<file path="src/rtl/core/bphr_pkg.sv">
// Types and constants of the button classifier.
// No dependencies; imported by every module of the block but bphr_ram.
package bphr_pkg;

   // Kind of the last event stored per button.
   typedef enum logic [2:0] {
      KIND_NONE    = 3'd0,
      KIND_PRESS   = 3'd1,
      KIND_DOUBLE  = 3'd2,
      KIND_HOLD    = 3'd3,
      KIND_RELEASE = 3'd4
   } kind_type;

   // Reported event codes.
   typedef enum logic [1:0] {
      EV_PRESS   = 2'd0,
      EV_DOUBLE  = 2'd1,
      EV_HOLD    = 2'd2,
      EV_RELEASE = 2'd3
   } ev_type;

   // Polled action codes.
   localparam logic [1:0] ACT_IDLE    = 2'd0;
   localparam logic [1:0] ACT_PRESS   = 2'd1;
   localparam logic [1:0] ACT_RELEASE = 2'd2;

   // Configuration register indexes.
   localparam logic [1:0] CSR_HOLD_MIN    = 2'd0;
   localparam logic [1:0] CSR_DOUBLE_MIN  = 2'd1;
   localparam logic [1:0] CSR_DOUBLE_MAX  = 2'd2;
   localparam logic [1:0] CSR_RELEASE_MIN = 2'd3;

   localparam logic [15:0] HOLD_MIN_RESET    = 16'd500;
   localparam logic [15:0] DOUBLE_MIN_RESET  = 16'd0;
   localparam logic [15:0] DOUBLE_MAX_RESET  = 16'd300;
   localparam logic [15:0] RELEASE_MIN_RESET = 16'd0;

   typedef struct packed {
      logic [2:0]  button_index;
      logic [1:0]  action;
      logic [31:0] now_ms;
      logic [31:0] poll_index;
   } req_type;

   typedef struct packed {
      logic [1:0]  event_kind;
      logic [2:0]  event_button;
      logic [31:0] event_time;
      logic [31:0] event_poll;
      logic [31:0] event_duration;
   } rsp_type;

   // One entry of the per-button state memory.
   typedef struct packed {
      kind_type    kind;
      logic [31:0] stamp_ms;
   } entry_type;

   typedef struct packed {
      logic [15:0] hold_min_ms;
      logic [15:0] double_min_ms;
      logic [15:0] double_max_ms;
      logic [15:0] release_min_ms;
   } cfg_type;

   // Decision of the classifier for one sample.
   typedef struct packed {
      logic      wr_en;
      entry_type entry;
      logic      ev_valid;
      rsp_type   rsp;
   } cls_result_type;

endpackage

</file>
<file path="src/rtl/core/button_press_hold_release_classifier_unit.sv">
// Button press / double press / hold / release classifier, top level.
// Pipeline: stage 1 and the output register. Throughput: one sample per cycle
// while the result side does not stall; the state RAM does a read per sample and
// a write as it leaves stage 1; a bypass register closes the read-after-write gap.
// Reset: synchronous, clears the per-button valid bits and loads register defaults
// with no clearing pass. Depends on bphr_pkg, bphr_ram, bphr_classify.
module button_press_hold_release_classifier_unit #(
   parameter int NUM_BUTTONS = 8,
   localparam int AddrW = (NUM_BUTTONS > 1) ? $clog2(NUM_BUTTONS) : 1
) (
   input  logic              clock,
   input  logic              reset,
   input  logic              req_valid,
   output logic              req_stall,
   input  bphr_pkg::req_type req_payload,
   output logic              rsp_valid,
   input  logic              rsp_stall,
   output bphr_pkg::rsp_type rsp_payload,
   input  logic              csr_wr_en,
   input  logic [1:0]        csr_index,
   input  logic [15:0]       csr_wr_data
);
   import bphr_pkg::*;

   // ---------------------------------------------------------------
   // Configuration registers: user writes only while the block is idle; unenforced.
   // ---------------------------------------------------------------
   cfg_type cfg_ff;
   cfg_type cfg_in;

   always_comb begin
      cfg_in = cfg_ff;
      if (csr_wr_en) begin
         unique case (csr_index)
            CSR_HOLD_MIN:    cfg_in.hold_min_ms    = csr_wr_data;
            CSR_DOUBLE_MIN:  cfg_in.double_min_ms  = csr_wr_data;
            CSR_DOUBLE_MAX:  cfg_in.double_max_ms  = csr_wr_data;
            CSR_RELEASE_MIN: cfg_in.release_min_ms = csr_wr_data;
            default:         cfg_in = cfg_ff;
         endcase
      end
   end

   always_ff @(posedge clock) begin
      if (reset) begin
         cfg_ff.hold_min_ms    <= HOLD_MIN_RESET;
         cfg_ff.double_min_ms  <= DOUBLE_MIN_RESET;
         cfg_ff.double_max_ms  <= DOUBLE_MAX_RESET;
         cfg_ff.release_min_ms <= RELEASE_MIN_RESET;
      end else begin
         cfg_ff <= cfg_in;
      end
   end

   // ---------------------------------------------------------------
   // Handshake. Stage 1 holds the sample whose RAM read is in flight;
   // the output register parts it from the result side so that a new
   // transfer is taken while a result still waits, if stage 1 is empty.
   // ---------------------------------------------------------------
   logic             s1_valid_ff, s1_valid_in;
   req_type          s1_req_ff;
   logic             s1_in_range_ff;
   logic [AddrW-1:0] s1_addr_ff;
   logic             s1_advance;
   logic             req_accept;

   logic             out_valid_ff, out_valid_in;
   rsp_type          out_payload_ff;

   cls_result_type   cls;

   assign s1_advance = s1_valid_ff && (!out_valid_ff || !rsp_stall);
   assign req_stall  = s1_valid_ff && !s1_advance;
   assign req_accept = req_valid && !req_stall;

   // ---------------------------------------------------------------
   // State RAM address and range check of the incoming sample.
   // ---------------------------------------------------------------
   logic [AddrW-1:0] req_addr;
   logic             req_in_range;

   assign req_addr     = AddrW'(req_payload.button_index);
   assign req_in_range = (32'(req_payload.button_index) < NUM_BUTTONS);

   // Per-button valid bits: an entry never written reads as no event at time zero.
   logic [NUM_BUTTONS-1:0] valid_ff, valid_in;
   logic                   rd_valid_ff;

   // Bypass: the stage 1 write lands on the same edge as the next read.
   logic      fwd_hit_ff;
   entry_type fwd_entry_ff;
   logic      wr_en;

   assign wr_en = s1_advance && cls.wr_en;

   logic [$bits(entry_type)-1:0] ram_rd_data;

   bphr_ram #(
      .WIDTH ($bits(entry_type)),
      .DEPTH (NUM_BUTTONS)
   ) u_state_ram (
      .clock   (clock),
      .wr_en   (wr_en),
      .wr_addr (s1_addr_ff),
      .wr_data (cls.entry),
      .rd_en   (req_accept),
      .rd_addr (req_addr),
      .rd_data (ram_rd_data)
   );

   // Pick the freshest view of the entry.
   entry_type s1_entry;

   always_comb begin
      if (fwd_hit_ff) begin
         s1_entry = fwd_entry_ff;
      end else if (rd_valid_ff) begin
         s1_entry = entry_type'(ram_rd_data);
      end else begin
         s1_entry.kind     = KIND_NONE;
         s1_entry.stamp_ms = '0;
      end
   end

   bphr_classify u_classify (
      .req      (s1_req_ff),
      .in_range (s1_in_range_ff),
      .entry    (s1_entry),
      .cfg      (cfg_ff),
      .result   (cls)
   );

   // ---------------------------------------------------------------
   // Next state of the control registers.
   // ---------------------------------------------------------------
   always_comb begin
      valid_in = valid_ff;
      if (wr_en) begin
         valid_in[s1_addr_ff] = 1'b1;
      end

      s1_valid_in = s1_valid_ff;
      if (req_accept) begin
         s1_valid_in = 1'b1;
      end else if (s1_advance) begin
         s1_valid_in = 1'b0;
      end

      // advance the output register when it is empty or its transfer completes
      out_valid_in = out_valid_ff;
      if (!out_valid_ff || !rsp_stall) begin
         out_valid_in = s1_valid_ff && cls.ev_valid;
      end
   end

   always_ff @(posedge clock) begin
      if (reset) begin
         valid_ff     <= '0;
         s1_valid_ff  <= 1'b0;
         out_valid_ff <= 1'b0;
         fwd_hit_ff   <= 1'b0;
      end else begin
         valid_ff     <= valid_in;
         s1_valid_ff  <= s1_valid_in;
         out_valid_ff <= out_valid_in;
         if (req_accept) begin
            fwd_hit_ff <= wr_en && (s1_addr_ff == req_addr);
         end
      end
   end

   // Payload registers: no reset.
   always_ff @(posedge clock) begin
      if (req_accept) begin
         s1_req_ff      <= req_payload;
         s1_addr_ff     <= req_addr;
         s1_in_range_ff <= req_in_range;
         rd_valid_ff    <= valid_ff[req_addr];
         fwd_entry_ff   <= cls.entry;
      end
      if (s1_advance) begin
         out_payload_ff <= cls.rsp;
      end
   end

   assign rsp_valid   = out_valid_ff;
   assign rsp_payload = out_payload_ff;

endmodule

</file>
<file path="src/rtl/core/bphr_ram.sv">
// Generic single-write, single-read synchronous RAM with registered read.
// No dependencies.
module bphr_ram #(
   parameter int WIDTH = 35,
   parameter int DEPTH = 8,
   localparam int AddrW = (DEPTH > 1) ? $clog2(DEPTH) : 1
) (
   input  logic             clock,
   input  logic             wr_en,
   input  logic [AddrW-1:0] wr_addr,
   input  logic [WIDTH-1:0] wr_data,
   input  logic             rd_en,
   input  logic [AddrW-1:0] rd_addr,
   output logic [WIDTH-1:0] rd_data
);

   logic [WIDTH-1:0] mem_ff [DEPTH];
   logic [WIDTH-1:0] rd_data_ff;

   always_ff @(posedge clock) begin
      if (wr_en) begin
         mem_ff[wr_addr] <= wr_data;
      end
      if (rd_en) begin
         rd_data_ff <= mem_ff[rd_addr];
      end
   end

   assign rd_data = rd_data_ff;

endmodule

</file>
<file path="src/rtl/core/bphr_classify.sv">
// Per-sample classification: next state of one button and the event it gives.
// Depends on bphr_pkg.
module bphr_classify (
   input  bphr_pkg::req_type        req,
   input  logic                     in_range,
   input  bphr_pkg::entry_type      entry,
   input  bphr_pkg::cfg_type        cfg,
   output bphr_pkg::cls_result_type result
);
   import bphr_pkg::*;

   logic [31:0] elapsed;
   logic        down;

   assign elapsed = req.now_ms - entry.stamp_ms;
   assign down    = (entry.kind == KIND_PRESS) || (entry.kind == KIND_DOUBLE) ||
                    (entry.kind == KIND_HOLD);

   always_comb begin
      result                    = '0;
      result.entry              = entry;
      result.rsp.event_button   = req.button_index;
      result.rsp.event_poll     = req.poll_index;
      result.rsp.event_time     = req.now_ms;
      result.rsp.event_duration = '0;
      if (in_range) begin
         case (req.action)
            ACT_PRESS: begin
               if (down) begin
                  if ((entry.kind == KIND_HOLD) || (elapsed >= {16'd0, cfg.hold_min_ms})) begin
                     // hold keeps the press time
                     result.wr_en              = 1'b1;
                     result.entry.kind         = KIND_HOLD;
                     result.ev_valid           = 1'b1;
                     result.rsp.event_kind     = EV_HOLD;
                     result.rsp.event_time     = entry.stamp_ms;
                     result.rsp.event_duration = elapsed;
                  end
               end else if ((entry.kind == KIND_RELEASE) &&
                            (elapsed >= {16'd0, cfg.double_min_ms}) &&
                            (elapsed <= {16'd0, cfg.double_max_ms})) begin
                  result.wr_en          = 1'b1;
                  result.entry.kind     = KIND_DOUBLE;
                  result.entry.stamp_ms = req.now_ms;
                  result.ev_valid       = 1'b1;
                  result.rsp.event_kind = EV_DOUBLE;
               end else begin
                  result.wr_en          = 1'b1;
                  result.entry.kind     = KIND_PRESS;
                  result.entry.stamp_ms = req.now_ms;
                  result.ev_valid       = 1'b1;
                  result.rsp.event_kind = EV_PRESS;
               end
            end
            ACT_RELEASE: begin
               if (down && (elapsed >= {16'd0, cfg.release_min_ms})) begin
                  result.wr_en              = 1'b1;
                  result.entry.kind         = KIND_RELEASE;
                  result.entry.stamp_ms     = req.now_ms;
                  result.ev_valid           = 1'b1;
                  result.rsp.event_kind     = EV_RELEASE;
                  result.rsp.event_duration = elapsed;
               end
            end
            default: begin
               // idle and the unused code: drop
            end
         endcase
      end
   end

endmodule

</file>
<file path="config.mk">
export PLATFORM = sky130hd
export DESIGN_NAME = button_press_hold_release_classifier_unit
export DESIGN_NICKNAME = d
export VERILOG_FILES = /design/src/rtl/core/bphr_pkg.sv /design/src/rtl/core/button_press_hold_release_classifier_unit.sv /design/src/rtl/core/bphr_ram.sv /design/src/rtl/core/bphr_classify.sv
export SDC_FILE = /design/constraint.sdc
export NUM_CORES = 1
export LEC_CHECK = 0
export ABC_AREA = 1
export BUFFER_PORTS_ARGS = -buffer_cell sky130_fd_sc_hd__buf_2
export CAP_MARGIN = 20
export CORE_MARGIN = 2
export CORE_UTILIZATION = 45
export DETAILED_ROUTE_END_ITERATION = 10
export PLACE_DENSITY = 0.74
export SETUP_SLACK_MARGIN = 0.15
export SLEW_MARGIN = 0
export SYNTH_ARGS = -nofsm -noshare
export SYNTH_HDL_FRONTEND = slang
export SYNTH_SLANG_ARGS = --single-unit
</file>
<file path="constraint.sdc">
create_clock -name clock -period 10.1 [get_ports clock]
set_input_delay 1.515 -clock clock [delete_from_list [all_inputs] [get_ports clock]]
set_output_delay 1.515 -clock clock [all_outputs]
set_load 0.005 [all_outputs]
</file>
# --- Yosys cells after proc, flatten, opt, wreduce, memory -nomap -nowiden ---
# Memories as Yosys holds them, arrays and structs flattened. A register that Yosys moved wholly into a read port is not among the register bits.
# Index checks and enable logic that the tools add are counted.
word_totals:
  register_bits: 281
  latch_bits: 0
  ramBits: 280
  rom_bits: 0
  input_bits: 92
  elab_cells: 89
  memories: 1
classes:
  n_addsub: 1
  mul: 0
  n_div: 0
  n_lt_le_gt_ge: 7
  n_eq_ne: 10
  shifts: 0
  muxes: 25
  bitwise: 1
  n_reduce_logical: 24
memory_table:
  columns: ["memory", "depth", "width", "rd", "rd_ports_with_merged_regs", "write_ports", "line", "text"]
  rows:
  - ["u_state_ram.mem_ff", 8, 35, 1, 1, 1, "bphr_ram.sv:17", "logic [WIDTH-1:0] mem_ff [DEPTH];"]
ops:
  columns: ["operator", "n"]
  rows:
  - ["$mux W32", 7]
  - ["$ge A32 B16 Y1", 3]
  - ["$pmux W39 S2", 1]
  - ["$mux W35", 2]
  - ["$pmux W32 S2", 1]
  - ["$mux W39", 1]
  - ["$mux W37", 1]
  - ["$le A32 B16 Y1", 1]
  - ["$sub A32 B32 Y32", 1]
  - ["$logic_and A1 B1 Y1", 10]
  - ["$lt A3 B4 Y1 const B", 2]
  - ["$mux W4", 2]
  - ["$or A8 B8 Y8", 1]
  - ["$reduce_and A2 Y1", 4]
  - ["$eq A2 B2 Y1 const B", 3]
  - ["$eq A3 B2 Y1 const B", 2]
  - ["$mux W1", 6]
  - ["$mux W3", 2]
  - ["$eq A2 B1 Y1 const B", 2]
  - ["$logic_not A1 Y1", 4]
  - ["$logic_or A1 B1 Y1", 4]
  - ["$bmux W1 S3", 1]
  - ["$demux W1 S3", 1]
  - ["$eq A3 B1 Y1 const B", 1]
  - ["other kinds (5)", 5]

# --- Depth between registers and ports, before layout ---
logic_depth:
  word_depth: 12
  ltp_mapped: 36

# --- By module ---
# Synthesis repeated with hierarchy kept, for this count alone.
unflattened:
  hier_cells: 3368
  hier_area_um2: 30760.8
modules_own_cells:
  columns: ["module", "n_inst", "cells_each", "area_per_inst_um2"]
  rows:
  - ["bphr_ram", 1, 1263, 14156.1]
  - ["button_press_hold_release_classifier_unit", 1, 688, 9494.1]
  - ["bphr_classify", 1, 1417, 7110.6]

# --- Worst setup path before layout ---
# OpenSTA, ideal clock, no wires.
synth_timing:
  path_type: "input-to-reg"
  start: "in rsp_stall"
  end: "reg out_payload_ff (netlist bit rsp_payload[0]) (enable)"
  setup_time_ns: 0.564
  arrival_time_ns: 5.890
  required_ns: 9.536
  slack_ns: 3.646
  cell_stages: 3
  n_path_buf: 0
  path_cell_list: "nand2_1 inv_1 nor2_1"
synth_via:
  elab_chain_cells: 3
synth_lines:
  columns: ["item", "line", "text"]
  rows:
  - ["start: declaration", "button_press_hold_release_classifier_unit.sv:17", "input logic rsp_stall,"]
  - ["$logic_not A1 Y1", "button_press_hold_release_classifier_unit.sv:72", "assign s1_advance = s1_valid_ff && (!out_valid_ff || !rsp_stall);"]
  - ["$logic_or A1 B1 Y1", "button_press_hold_release_classifier_unit.sv:72", null]
  - ["$logic_and A1 B1 Y1", "button_press_hold_release_classifier_unit.sv:72", null]
  - ["via s1_advance", "button_press_hold_release_classifier_unit.sv:64", "logic s1_advance;"]
  - ["end signal: assignment", "button_press_hold_release_classifier_unit.sv:182", "out_payload_ff <= cls.rsp;"]
  - ["end: declaration", "button_press_hold_release_classifier_unit.sv:68", "rsp_type out_payload_ff;"]
# The timed path passes the listed nets, and every way through them passes these cells.
# A chain may end at the register's enable or synchronous reset.

==> flow_metrics.tcl <==
set metrics [dict create \
    wirelength_um 66800 \
    fin_crit_sh_pct 58.6 \
    synth_area_leader_cell "edfxtp_1" \
    first_global_vias 18300 \
    clkPwrFrac_pct 38.6 \
    critPathKind "flip-flop to flip-flop" \
    synth_fp_nets 2796 \
    netlist_instances 2617 \
    final_area_um2 30800 \
    startpoint_type "flip-flop" \
    hold_violations 0 \
    worst_pin_slew_ns 1.07 \
    min_period_ns 5.92 \
    slew_violations 0 \
    clk_path_buf_depth 3 \
    combinationalPowerShare_pct 12.6 \
    cp-end-kind "flip-flop" \
    cts_tree "built" \
    portBuffers 194 \
    antenna_cells 0 \
    initial_core_util_pct 45.3 \
    cts_setup_buffers 0 \
    drt-initial-drc-count 1646 \
    firstDrtPassIters 6 \
    crit_required_ns 10.38 \
    cts_hold_buf 0 \
    rsz0062_at_grt "false" \
    grt_max_degree 95 \
    grt_usage_pct 20.9 \
    clk_pin_slew_worst_paths_ns 0.06 \
    core_area_um2 60000 \
    hold_class "flip-flop to flip-flop" \
    fin_skew_ns 0.0254 \
    gp_congestion 0.983 \
    async_reset_ff_share_pct 0 \
    peakVddDrop_mv 0.123 \
    maxCapViolations 0 \
    num_rows 90 \
    crit_family "compound AO/OA/AOI/OAI gates" \
    clock_latency_ns 0.63 \
    antenna_found_initial 0 \
    seq_area_frac_synth_pct 63.0 \
    post-route-drc-count 0 \
    die-area_um2 62500 \
    critPathMaxFanout 32 \
    power_density_nw_per_um2 188 \
    vias 19600 \
    area_delta_synth_final_pct 13.3 \
    grt_pass1_wl_um 103000 \
    maxSlewHeadroom_pct 27.8 \
    fin_ws_ns 4.18 \
    pwr-share-seq_pct 48.8 \
    synth_top_area_share_pct 57.5 \
    outcome "complete, no violations" \
    tns_ns 0 \
    synth-main-ff-cell "edfxtp_1" \
    fmax_mhz 169 \
    crit_top_cell "nand2_1" \
    cts_htree_levels 2 \
    final_cell_mix "521 x edfxtp_1, 360 x nand2_1, 350 x nor2_1" \
    cpPeakStageDelay_ns 0.83 \
    internal_power_uw 4350 \
    ant_nets 0 \
    final_common_cell "edfxtp_1" \
    avgSynthCellArea_um2 10.4 \
    power_switching_uw 1440 \
    setup-violations-final 0 \
    ys_seq_elements 596 \
    synth_edf_count 521 \
    die_x_um 250 \
    drive_gt1_share_pct 14.8 \
    final_net_count 2970 \
    numCtsBuffers 56 \
    viasPerCell 5.40 \
    cts_num_sinks 596 \
    die_y_um 250 \
    post_cts_resize_count 0 \
    avgRoutedWirePerCell_um 18.5 \
    dp_hpwl_um 44000 \
    io_pins 195 \
    synth_cell_types 51 \
    critPathBufInv 5 \
    p_sw_share_pct 24.9 \
    placed_area_um2 28800 \
    root_buffer "clkbuf_16" \
    power_leakage_uw 0.0122 \
    critical_path_arrival_ns 6.20 \
    hold_ws_ns 0.421 \
    dp_slack_ns 4.22 \
    crit_slowest_cell "o21ai_0" \
    syn_area_um2 27200 \
    ys_warn_count 0 \
    synthTopCellsByArea "edfxtp_1 57%, dfxtp_1 5.5%, o21ai_0 5.2%" \
    grt_overflow 0 \
]
worst paths after layout:
kind                            from                                  end  slack (ns)  cells past startpoint
max reg2reg  fwd_hit_ff$_SDFFE_PP0P_  u_state_ram.mem_ff[2][16]$_DFFE_PP_        4.18                     27
min          s1_req_ff[14]$_DFFE_PP_            rsp_payload[46]$_DFFE_PP_        0.42                      0
min reg2reg  s1_req_ff[14]$_DFFE_PP_            rsp_payload[46]$_DFFE_PP_        0.42                      0
max          fwd_hit_ff$_SDFFE_PP0P_  u_state_ram.mem_ff[2][16]$_DFFE_PP_        4.18                     27
power groups by stage:
stage,clock (µW),sequential (µW),combinational (µW)
after floorplan,0,2870,495
after global placement,0,2880,699
after detailed placement,0,2880,715
after CTS,2270,2830,720
after global routing,2360,2830,823
final,2240,2830,727
cells by family after synthesis:
kind of cell,count (synthesis),synth area share [%]
flops,596,63.0
xor+xnor,18,0.579
simple gates,893,13.7
buf+inv,407,6.08
fa+ha+maj,87,4.00
compound gates,616,12.6
cells in the mapped netlist (10+ instances only):
| library cell | instances |
|---|---|
| a21oi_1 | 152 |
| a22oi_1 | 22 |
| a31oi_1 | 39 |
| buf_6 | 10 |
| clkbuf_1 | 79 |
| dfxtp_1 | 75 |
| edfxtp_1 | 521 |
| ha_1 | 87 |
| inv_1 | 269 |
| inv_2 | 28 |
| nand2_1 | 361 |
| nand2_2 | 20 |
| nand3_1 | 78 |
| nand4_1 | 14 |
| nor2_1 | 352 |
| nor2_2 | 25 |
| nor3_1 | 18 |
| o211ai_1 | 16 |
| o21ai_0 | 285 |
| o21ai_1 | 23 |
| o21ai_2 | 22 |
| o22ai_1 | 35 |
| xor2_1 | 18 |
layer usage:
layer / part of all wire [%] / vias to the layer above / track usage [%]
met3: 6.8 / 147 / 2.66
met5: 0 / - / 0
met2: 49 / 791 / 35.8
met1: 41 / 9224 / 27.4
met4: 3.4 / 0 / 7.25
li1: - / 9393 / -
state kept, by name (all words and copies together) (netlist names):
| register | flops |
|---|---|
| fwd_hit_ff | 1 |
| u_state_ram.mem_ff | 280 |
| cfg_ff | 64 |
| rsp_valid | 1 |
| s1_valid_ff | 1 |
| s1_addr_ff | 3 |
| u_state_ram.rd_data | 35 |
| rd_valid_ff | 1 |
| rsp_payload | 101 |
| fwd_entry_ff | 35 |
| s1_req_ff | 66 |
| valid_ff | 8 |
stage by stage:
step / instances / total power [µW] / utilization, %
final: 3618 / 5790 / 51.4
after floorplan: 2617 / 3370 / -
after global routing: 3618 / 6010 / 51.4
after CTS: 3612 / 5820 / 51.3
after detailed placement: 3509 / 3600 / 48.0
after global placement: 3509 / 3580 / 48.0
layout make-up:
type                            count  area, µm²
Clock buffer                       72       1460
Clock inverter                     31        492
Fill cell                        5166      29200
Inverter                          300       1130
Multi-Input combinational cell   1614       8430
Sequential cell                   596      17100
Tap cell                          782        978
Timing Repair Buffer              223       1190
Power figures use the tool's default switching activity.
